**config.mk**
```make
export PLATFORM = sky130hd
export DESIGN_NAME = u8d_fifo
export DESIGN_NICKNAME = d
export VERILOG_FILES = /design/src/hdl/u8d_pkg.sv /design/src/hdl/u8d_fifo.sv
export VERILOG_INCLUDE_DIRS = /design/src /design/src/hdl
export SDC_FILE = /design/constraint.sdc
export NUM_CORES = 1
export LEC_CHECK = 0
export ABC_AREA = 1
export BUFFER_PORTS_ARGS = -buffer_cell sky130_fd_sc_hd__clkbuf_2
export CORE_ASPECT_RATIO = 0.6
export CORE_MARGIN = 10
export CORE_UTILIZATION = 51
export CTS_CLUSTER_DIAMETER = 80
export DETAILED_ROUTE_END_ITERATION = 10
export PLACE_DENSITY_LB_ADDON = 0.2
export SETUP_SLACK_MARGIN = 0.1
export SLEW_MARGIN = 20
export SYNTH_ARGS = -nofsm -noshare
export SYNTH_HDL_FRONTEND = slang
export SYNTH_SLANG_ARGS = --single-unit
```
**constraint.sdc**
```tcl
create_clock -name clk -period 1.6 [get_ports clk]
set_input_delay 0.08 -clock clk [delete_from_list [all_inputs] [get_ports clk]]
set_output_delay 0.08 -clock clk [all_outputs]
set_load 0.01 [all_outputs]
```
**src/hdl/assert_macros.svh**
```systemverilog
// Assertion macros shared by the decoder RTL; clocked on clk, disabled while rst_n is low.
`ifndef ASSERT_MACROS_SVH
`define ASSERT_MACROS_SVH

// cond must hold at every clock edge
`define U8D_ASSERT_HOLDS(lbl, cond) \
  lbl: assert property (@(posedge clk) disable iff (!rst_n) (cond)) \
    else $error("assertion failed: invariant");

// cons must hold in the same cycle as ante
`define U8D_ASSERT_IMPL(lbl, ante, cons) \
  lbl: assert property (@(posedge clk) disable iff (!rst_n) (ante) |-> (cons)) \
    else $error("assertion failed: same-cycle implication");

// cons must hold in the cycle after ante
`define U8D_ASSERT_NEXT(lbl, ante, cons) \
  lbl: assert property (@(posedge clk) disable iff (!rst_n) (ante) |=> (cons)) \
    else $error("assertion failed: next-cycle implication");

`endif

```
**src/hdl/u8d_pkg.sv**
```systemverilog
// Package: types, constants and lookup tables of the UTF-8 stream decoder.
`default_nettype none
package u8d_pkg;

  localparam int BYTE_W      = 8;
  localparam int CLASS_W     = 4;
  localparam int STATE_W     = 4;
  localparam int CODE_W      = 21;
  localparam int TRAIL_W     = 6;
  localparam int STATE_COUNT = 9;
  localparam int CLASS_COUNT = 16;
  localparam int ROM_DEPTH   = STATE_COUNT * CLASS_COUNT;
  localparam int ROM_IDX_W   = $clog2(ROM_DEPTH);

  localparam int QUEUE_DEPTH_DEF = 4;

  localparam logic [STATE_W-1:0] ST_ACCEPT = STATE_W'(0);
  localparam logic [STATE_W-1:0] ST_REJECT = STATE_W'(1);

  typedef logic [CLASS_W-1:0] byte_class_t;
  typedef logic [STATE_W-1:0] dfa_state_t;

  // One classified byte as it waits in the queue
  typedef struct packed {
    byte_class_t             cls;
    logic [BYTE_W-1:0]       data_byte;
    logic                    resync;
  } u8d_item_t;

  // Next-state table, row = state, column = class
  localparam dfa_state_t NEXT_STATE_ROM [ROM_DEPTH] = '{
    4'd0,4'd1,4'd2,4'd3,4'd5,4'd8,4'd7,4'd1,4'd1,4'd1,4'd4,4'd6,4'd1,4'd1,4'd1,4'd1,
    4'd1,4'd1,4'd1,4'd1,4'd1,4'd1,4'd1,4'd1,4'd1,4'd1,4'd1,4'd1,4'd1,4'd1,4'd1,4'd1,
    4'd1,4'd0,4'd1,4'd1,4'd1,4'd1,4'd1,4'd0,4'd1,4'd0,4'd1,4'd1,4'd1,4'd1,4'd1,4'd1,
    4'd1,4'd2,4'd1,4'd1,4'd1,4'd1,4'd1,4'd2,4'd1,4'd2,4'd1,4'd1,4'd1,4'd1,4'd1,4'd1,
    4'd1,4'd1,4'd1,4'd1,4'd1,4'd1,4'd1,4'd2,4'd1,4'd1,4'd1,4'd1,4'd1,4'd1,4'd1,4'd1,
    4'd1,4'd2,4'd1,4'd1,4'd1,4'd1,4'd1,4'd1,4'd1,4'd2,4'd1,4'd1,4'd1,4'd1,4'd1,4'd1,
    4'd1,4'd1,4'd1,4'd1,4'd1,4'd1,4'd1,4'd3,4'd1,4'd3,4'd1,4'd1,4'd1,4'd1,4'd1,4'd1,
    4'd1,4'd3,4'd1,4'd1,4'd1,4'd1,4'd1,4'd3,4'd1,4'd3,4'd1,4'd1,4'd1,4'd1,4'd1,4'd1,
    4'd1,4'd3,4'd1,4'd1,4'd1,4'd1,4'd1,4'd1,4'd1,4'd1,4'd1,4'd1,4'd1,4'd1,4'd1,4'd1
  };

  // Byte class table, written as ranges
  function automatic byte_class_t classify_byte(input logic [BYTE_W-1:0] b);
    byte_class_t c;
    c = 4'd8;
    priority if (b <= 8'h7f) c = 4'd0;
    else if (b <= 8'h8f)     c = 4'd1;
    else if (b <= 8'h9f)     c = 4'd9;
    else if (b <= 8'hbf)     c = 4'd7;
    else if (b <= 8'hc1)     c = 4'd8;
    else if (b <= 8'hdf)     c = 4'd2;
    else if (b == 8'he0)     c = 4'd10;
    else if (b == 8'hed)     c = 4'd4;
    else if (b <= 8'hef)     c = 4'd3;
    else if (b == 8'hf0)     c = 4'd11;
    else if (b <= 8'hf3)     c = 4'd6;
    else if (b == 8'hf4)     c = 4'd5;
    else                     c = 4'd8;
    return c;
  endfunction

endpackage
`default_nettype wire

```
**src/hdl/u8d_fifo.sv**
```systemverilog
// Small queue of classified bytes between front and back end.
`default_nettype none
module u8d_fifo import u8d_pkg::*; #(
  parameter int DEPTH = QUEUE_DEPTH_DEF
) (
  input  logic       clk,
  input  logic       rst_n,
  input  logic       push_valid,
  input  u8d_item_t  push_item,
  output logic       push_ready,
  output logic       pop_valid,
  output u8d_item_t  pop_item,
  input  logic       pop_ready
);

  `include "assert_macros.svh"

  localparam int PTR_W = (DEPTH > 1) ? $clog2(DEPTH) : 1;
  localparam int CNT_W = $clog2(DEPTH + 1);

  u8d_item_t          mem_r [DEPTH];
  logic [PTR_W-1:0]   wr_ptr_r, rd_ptr_r;
  logic [CNT_W-1:0]   count_r;
  logic               push, pop;

  assign push_ready = (count_r != CNT_W'(DEPTH));
  assign pop_valid  = (count_r != '0);
  assign pop_item   = mem_r[rd_ptr_r];
  assign push       = push_valid && push_ready;
  assign pop        = pop_valid && pop_ready;

  always_ff @(posedge clk) begin
    if (push) begin
      mem_r[wr_ptr_r] <= push_item;
    end
  end

  always_ff @(posedge clk) begin
    if (!rst_n) begin
      wr_ptr_r <= '0;
      rd_ptr_r <= '0;
      count_r  <= '0;
    end else begin
      if (push) begin
        wr_ptr_r <= (wr_ptr_r == PTR_W'(DEPTH - 1)) ? '0 : wr_ptr_r + 1'b1;
      end
      if (pop) begin
        rd_ptr_r <= (rd_ptr_r == PTR_W'(DEPTH - 1)) ? '0 : rd_ptr_r + 1'b1;
      end
      if (push && !pop) begin
        count_r <= count_r + 1'b1;
      end else if (pop && !push) begin
        count_r <= count_r - 1'b1;
      end
    end
  end

  `U8D_ASSERT_HOLDS(a_count_bound, count_r <= CNT_W'(DEPTH))
  `U8D_ASSERT_NEXT(a_push_only_grows, push && !pop, count_r == $past(count_r) + 1'b1)

endmodule
`default_nettype wire

```
=== Word level (Yosys, flattened, before mapping) ===
Memory sizes are Yosys's and may differ from the RTL's. A register that Yosys moved wholly into a read port is not among the register bits.
Cells that the tools add are included.
Widths: inputs -> output; s select.

* Reductions and logical operators: 8
* Equality and inequality tests: 3
* Add/subtract/negate cells: 4
* Muxes and demuxes: 8

{| class="wikitable"
|+ Operators by type and width
! operator !! count
|-
| $mux 2 || 4
|-
| $mux 3 || 2
|-
| $add 2x1->2 const B || 2
|-
| $eq 2x2->1 const B || 2
|-
| $logic_and 1x1->1 || 4
|-
| $add 3x1->3 const B || 1
|-
| $ne 3x3->1 const B || 1
|-
| $reduce_bool 3->1 || 1
|-
| $sub 3x1->3 const B || 1
|-
| $logic_not 1->1 || 2
|-
| $mux 1 || 2
|-
| $reduce_bool 2->1 || 1
|}

* Output and inout bits: 15
* Register bits: 7
* RAM bits: 52
* Word-level logic and storage cells: 27
* Input port bits: 17
* Memories kept: 1

{| class="wikitable"
|+ Memories
! name !! words !! bits a word !! rd ports !! clocked after memory_dff !! wr ports !! line !! text
|-
| mem_r || 4 || 13 || 1 || 1 || 1 || u8d_fifo.sv:21 || <nowiki>u8d_item_t mem_r [DEPTH];</nowiki>
|}

=== Logic depth before layout (Yosys ltp) ===
* Depth after elaboration: 6
* Mapped depth: 13
* Depth with buffers taken out: 13

=== Least setup slack after synthesis ===
No wires, ideal clock.

* Path type: reg-to-reg
* Start: register count_r[1]
* End: register count_r[1]
* Path slack: -83 ps
* Cell stages (with the launch flop): 10
* Setup time: 116 ps
* Data required time: 1484 ps
* Data arrival time: 1568 ps
* Cell sequence: dfxtp_1 nor2_4 nand2_2 nand2_4 inv_1 ha_1 inv_1 fa_1 o21ai_0 nor2_1

* Cells in the longest elaborated chain, start to end: 5
* Elaborated cells between the ends (all ways): 13
* Those cells by class: add/sub: 2; eq/ne: 1; mux: 2; reduce/logical: 8

{| class="wikitable"
|+ Ends and longest elaborated chain
! element !! line !! text
|-
| from (decl) || u8d_fifo.sv:23 || <nowiki>logic [CNT_W-1:0] count_r;</nowiki>
|-
| from (signal assigned) || u8d_fifo.sv:51 || <nowiki>count_r <= count_r + 1'b1;</nowiki>
|-
| from (signal assigned) || u8d_fifo.sv:53 || <nowiki>count_r <= count_r - 1'b1;</nowiki>
|-
| $ne 3x3->1 (*) || u8d_fifo.sv:26 || <nowiki>assign push_ready = (count_r != CNT_W'(DEPTH));</nowiki>
|-
| named net push_ready || u8d_fifo.sv:10 || <nowiki>output logic push_ready,</nowiki>
|-
| $logic_and 1x1->1 (*) || u8d_fifo.sv:29 || <nowiki>assign push = push_valid && push_ready;</nowiki>
|-
| named net push || u8d_fifo.sv:24 || <nowiki>logic push, pop;</nowiki>
|-
| $logic_not 1->1 || u8d_fifo.sv:52 || <nowiki>end else if (pop && !push) begin</nowiki>
|-
| $logic_and 1x1->1 || u8d_fifo.sv:52 ||
|-
| $reduce_bool 2->1 (no source line) || n/a ||
|}

The timed path passes the listed nets; every way through them passes the cells marked *. The select of a mux whose other input is x is not followed.
A chain may end at the register's enable or synchronous reset.

=== Worst setup path in the final report ===
* Start: register count_r[1]
* End: register count_r[1]

* Cells in the longest elaborated chain, start to end: 5
* Elaborated cells between the ends (all ways): 13
* Those cells by class: add/sub: 2; eq/ne: 1; mux: 2; reduce/logical: 8

{| class="wikitable"
|+ Ends and longest elaborated chain
! element !! line
|-
| $ne 3x3->1 (*) || u8d_fifo.sv:26
|-
| $logic_and 1x1->1 (*) || u8d_fifo.sv:29
|-
| named net push || u8d_fifo.sv:24
|-
| $logic_not 1->1 || u8d_fifo.sv:52
|-
| $logic_and 1x1->1 || u8d_fifo.sv:52
|-
| $reduce_bool 2->1 (no source line) || n/a
|}

Marked as above.

==> summary by stage <==
Run status
The flow ran to the end, and the final reports show no timing, DRC or antenna violations.

Setup path
STA classifies the critical path startpoint as a register. The critical path ends at count_r[1]$_SDFFE_PN0P_. On the worst path, the slowest cell contributes a delay of approximately 0.43 ns. The worst register-to-register path has a setup slack of 0.01 ns.

The critical path capture point type is a register. The master of the slowest instance on the critical path is sky130_fd_sc_hd__fa_2. In this run the worst setup path begins at count_r[1]$_SDFFE_PN0P_.

The worst flop-to-flop path startpoint is count_r[1]$_SDFFE_PN0P_. Traced cell by cell, the critical path runs through nor2_4 > nand2_4 > nand2_4 > inv_2 > ha_4 > inv_2 > fa_2 > o21ai_2 > nor2_1. The class of the most critical setup path is register to register. At the worst endpoint, the arrival time is 1.81 ns. The terminus of the critical flop-to-flop path is count_r[1]$_SDFFE_PN0P_. The highest fanout seen on the critical path is 2. Data on the critical path is required at its endpoint by 1.82 ns. The depth of the worst register-to-register path is 9.

Floorplanning
The I/O pin count is 32. The initial utilization of the core area, before any placement, comes to 0.537. The x dimension of the die is between 100 and 150 µm. The die covers roughly 0.0082 mm². After floorplanning, the core was sized to cover 0.00466 mm².

The floorplan step set the die height to 74.2 µm. Row generation in the floorplan step produced 19 rows.

Drt
Summed over all layers, the routed wires come to around 5200 µm. The via density per instance is 5.01. The average wire per cell in the routed design is approximately 16 µm. The first TritonRoute pass finished after 4 iterations. The initial detailed-routing violation count is 62. The remaining antenna violation count is 0. The DRC violation count after routing is 0. The final route contains approximately 1600 vias.

Placed design
The HPWL after detailed placement is around 3200 µm. Routability-driven placement finished with a final weighted congestion of 0.826. The count of port buffers added during placement is 31.

STA
Counting I/O delays and the setup requirement, the final critical path takes 1.59 ns. The final number of setup-violating endpoints is 0. The summed negative setup slack over all endpoints is 0 ns.

Setup repair after global routing could not meet its margin everywhere. The final worst clock skew is 0.0116 ns. The tightest hold path in the finished design has a slack of roughly 0.057 ns. The final clock period utilization by the worst path is 0.993. Derived from the worst setup path, the maximum achievable clock frequency is 630 MHz. The count of endpoints failing hold in the final timing report is 0. For the pin with the worst max-slew slack, the measured transition is ~0.22 ns. The count of pins over their slew limit is 0. The worst slew margin relative to its limit is 0.855.

GRT
Across every metal layer, demand over resource in global routing totals 0.125. The number of antenna violations at the first check in global routing came to 0. After global routing the overflow that remains totals 0.

The number of global-route vias before repair is about 1600. The maximum number of pins on one net before global-route repair is 28. The first global-routing pass estimated 8100 µm of wire.

Logic synthesis
For this run, the register share of the synthesized area comes to 0.696. Counting every instance in the synthesized netlist gives 196. The distinct cell type count after synthesis is 26.

The Yosys warning count is 0. The cell area after synthesis is 0.00250 mm². The synthesized net count is 220. The average instance area after synthesis is 12.8 µm².

The count of state elements after synthesis is 61.

Cells and area
Of the cells placed in the final design, the portion with a size suffix greater than 1 is 0.346. The final standard cell utilization of the core is 0.718. The post-layout net count is 285. The synthesis-to-layout area growth is 33.8%. The antenna diode count is 0.

Pwr
The leakage power summed over all cells is 1.30 nW. In this run the power density over the cells is 1710 mW/mm². IR analysis of the VDD net gives a maximum drop of ~0.00091 V.

CTS
Counting along the longest clock path gives a buffer depth of 2. Clock latency on the worst-skew pair, taken at its later pin, is 0.33 ns. The clock-pin slew reported for the worst setup and hold paths after clock tree synthesis is roughly 0.06 ns. The H-tree generated during clock tree synthesis spans 3 levels. The total clock buffers created by CTS is 9. TritonCTS built the clock tree. The buffer type at the clock tree root is sky130_fd_sc_hd__clkbuf_8. Clock tree synthesis found a total of 61 sinks.

Min path
The class of the tightest hold or removal check is primary input to register.

Run
The tool flagged a number of max-cap violations equal to 0.
[placed cells by master (no fill, tap or decap), types with 3 or more instances in the layout]
| master | instances |
|---|---|
| sky130_fd_sc_hd__nand2_1 | 9 |
| sky130_fd_sc_hd__o21ai_0 | 11 |
| sky130_fd_sc_hd__inv_2 | 3 |
| sky130_fd_sc_hd__edfxtp_1 | 52 |
| sky130_fd_sc_hd__o21ai_1 | 13 |
| sky130_fd_sc_hd__nor2_2 | 6 |
| sky130_fd_sc_hd__clkbuf_2 | 28 |
| sky130_fd_sc_hd__ha_1 | 5 |
| sky130_fd_sc_hd__buf_12 | 6 |
| sky130_fd_sc_hd__nor2_1 | 36 |
| sky130_fd_sc_hd__dlygate4sd3_1 | 13 |
| sky130_fd_sc_hd__bufinv_16 | 3 |
| sky130_fd_sc_hd__buf_2 | 3 |
| sky130_fd_sc_hd__dfxtp_1 | 6 |
| sky130_fd_sc_hd__nand2_2 | 3 |
| sky130_fd_sc_hd__o22ai_1 | 12 |
| sky130_fd_sc_hd__clkbuf_8 | 9 |
| sky130_fd_sc_hd__buf_4 | 8 |
| sky130_fd_sc_hd__o21ai_2 | 4 |
| sky130_fd_sc_hd__nand2_4 | 3 |
| sky130_fd_sc_hd__inv_1 | 12 |
[metal layers]
layer | track usage | up-vias | share of wire | wire (µm)
met2 | 0.195 | 51 | 0.47 | 2420
met4 | 0.0647 | 0 | 0.012 | 63
met5 | 0 | - | 0 | 0
met1 | 0.152 | 771 | 0.46 | 2380
met3 | 0.0450 | 6 | 0.060 | 309
li1 | - | 821 | - | -
[sequential cells by signal, indices dropped and copies added (netlist names), named ones only]
name / flops
count_r: 3
wr_ptr_r: 2
mem_r: 52
rd_ptr_r: 2
[worst max-delay path: cells and delay by family (launching register included)]
family | cells | cell delay, ns
AO/OA/AOI/OAI | 1 | 0.13
adder cells (fa/ha/maj) | 2 | 0.58
buffers and inverters | 2 | 0.10
flip-flops | 1 | 0.34
AND/OR/NAND/NOR | 4 | 0.33
[synth_stat cells]
cell type | instances | area share
sky130_fd_sc_hd__nand2_1 | 11 | 0.017
sky130_fd_sc_hd__fa_1 | 1 | 0.0080
sky130_fd_sc_hd__nor2_2 | 6 | 0.015
sky130_fd_sc_hd__buf_8 | 1 | 0.0060
sky130_fd_sc_hd__inv_1 | 15 | 0.023
sky130_fd_sc_hd__nand2_2 | 3 | 0.0075
sky130_fd_sc_hd__nand4_1 | 1 | 0.0025
sky130_fd_sc_hd__o21ai_0 | 21 | 0.042
sky130_fd_sc_hd__nand2_4 | 1 | 0.0045
sky130_fd_sc_hd__nand3_1 | 1 | 0.0020
sky130_fd_sc_hd__inv_2 | 1 | 0.0015
sky130_fd_sc_hd__nor2_1 | 36 | 0.054
sky130_fd_sc_hd__buf_12 | 2 | 0.016
sky130_fd_sc_hd__o21ai_2 | 1 | 0.0035
sky130_fd_sc_hd__buf_2 | 2 | 0.0040
sky130_fd_sc_hd__buf_6 | 1 | 0.0045
sky130_fd_sc_hd__a21oi_1 | 2 | 0.0040
sky130_fd_sc_hd__dfxtp_1 | 9 | 0.072
sky130_fd_sc_hd__ha_1 | 6 | 0.030
sky130_fd_sc_hd__inv_8 | 1 | 0.0045
sky130_fd_sc_hd__o21ai_1 | 6 | 0.012
sky130_fd_sc_hd__nor2_4 | 1 | 0.0045
sky130_fd_sc_hd__buf_4 | 1 | 0.0030
sky130_fd_sc_hd__o22ai_1 | 13 | 0.033
sky130_fd_sc_hd__nand3b_1 | 1 | 0.0030
sky130_fd_sc_hd__edfxtp_1 | 52 | 0.62
[metrics by stage]
| stage | area [µm²] | worst slack (ns) | total power, mW | std cells |
|---|---|---|---|---|
| after floorplan | 2530 | 0.0159 | 3.23 | 196 |
| after global placement | 2820 | 0.0240 | 3.77 | 293 |
| after detailed placement | 2820 | -0.0228 | 3.80 | 293 |
| after CTS | 3220 | 0.00274 | 5.49 | 325 |
| after global routing | 3350 | -0.0699 | 6.06 | 329 |
| final | 3350 | 0.0115 | 5.72 | 329 |
[what timing repair did]
action	in CTS	in global routing
endpoints found under the setup margin	12	12
setup buffers	3	2
gates cloned	0	2
hold buffers	13	0
hold endpoints to repair	52	0
pin swaps	4	3
gates resized for setup	3	26
[worst min path at each step]
| stage | startpoint | end | slack [ns] | cells after the start |
|---|---|---|---|---|
| 4_1_cts | rst_n | wr_ptr_r[1]$_SDFFE_PN0P_ | 0.05 | 3 |
| 6_report | rst_n | count_r[1]$_SDFFE_PN0P_ | 0.06 | 3 |
| 5_1_grt | push_valid | wr_ptr_r[1]$_SDFFE_PN0P_ | 0.06 | 3 |
| 3_5_place_dp | push_item[2] | mem_r[0][2]$_DFFE_PP_ | 0.30 | 1 |
| 3_3_place_gp | push_item[2] | mem_r[3][2]$_DFFE_PP_ | 0.30 | 1 |
| 2_1_floorplan | push_item[0] | mem_r[0][0]$_DFFE_PP_ | 0.18 | 0 |
[logic make-up after synthesis]
family / after synthesis / synth area share
AO/OA/AOI/OAI: 43 / 0.0940
adder cells (fa/ha/maj): 7 / 0.0380
AND/OR/NAND/NOR: 61 / 0.110
flip-flops: 61 / 0.696
buffers and inverters: 24 / 0.0620
[power by group]
part	internal, mW	total, mW	switching, mW
combinational	0.898	2.02	1.12
clock	1.03	1.62	0.581
sequential	1.97	2.08	0.110
[area by class of cell]
class                           count  area [µm²]
Clock buffer                       10         128
Timing Repair Buffer               61         527
Tap cell                           63        78.8
Inverter                           17        95.1
Fill cell                         329        1310
Clock inverter                      6         111
Multi-Input combinational cell    111         657
Sequential cell                    61        1750
(Power assumes the default switching activity.)
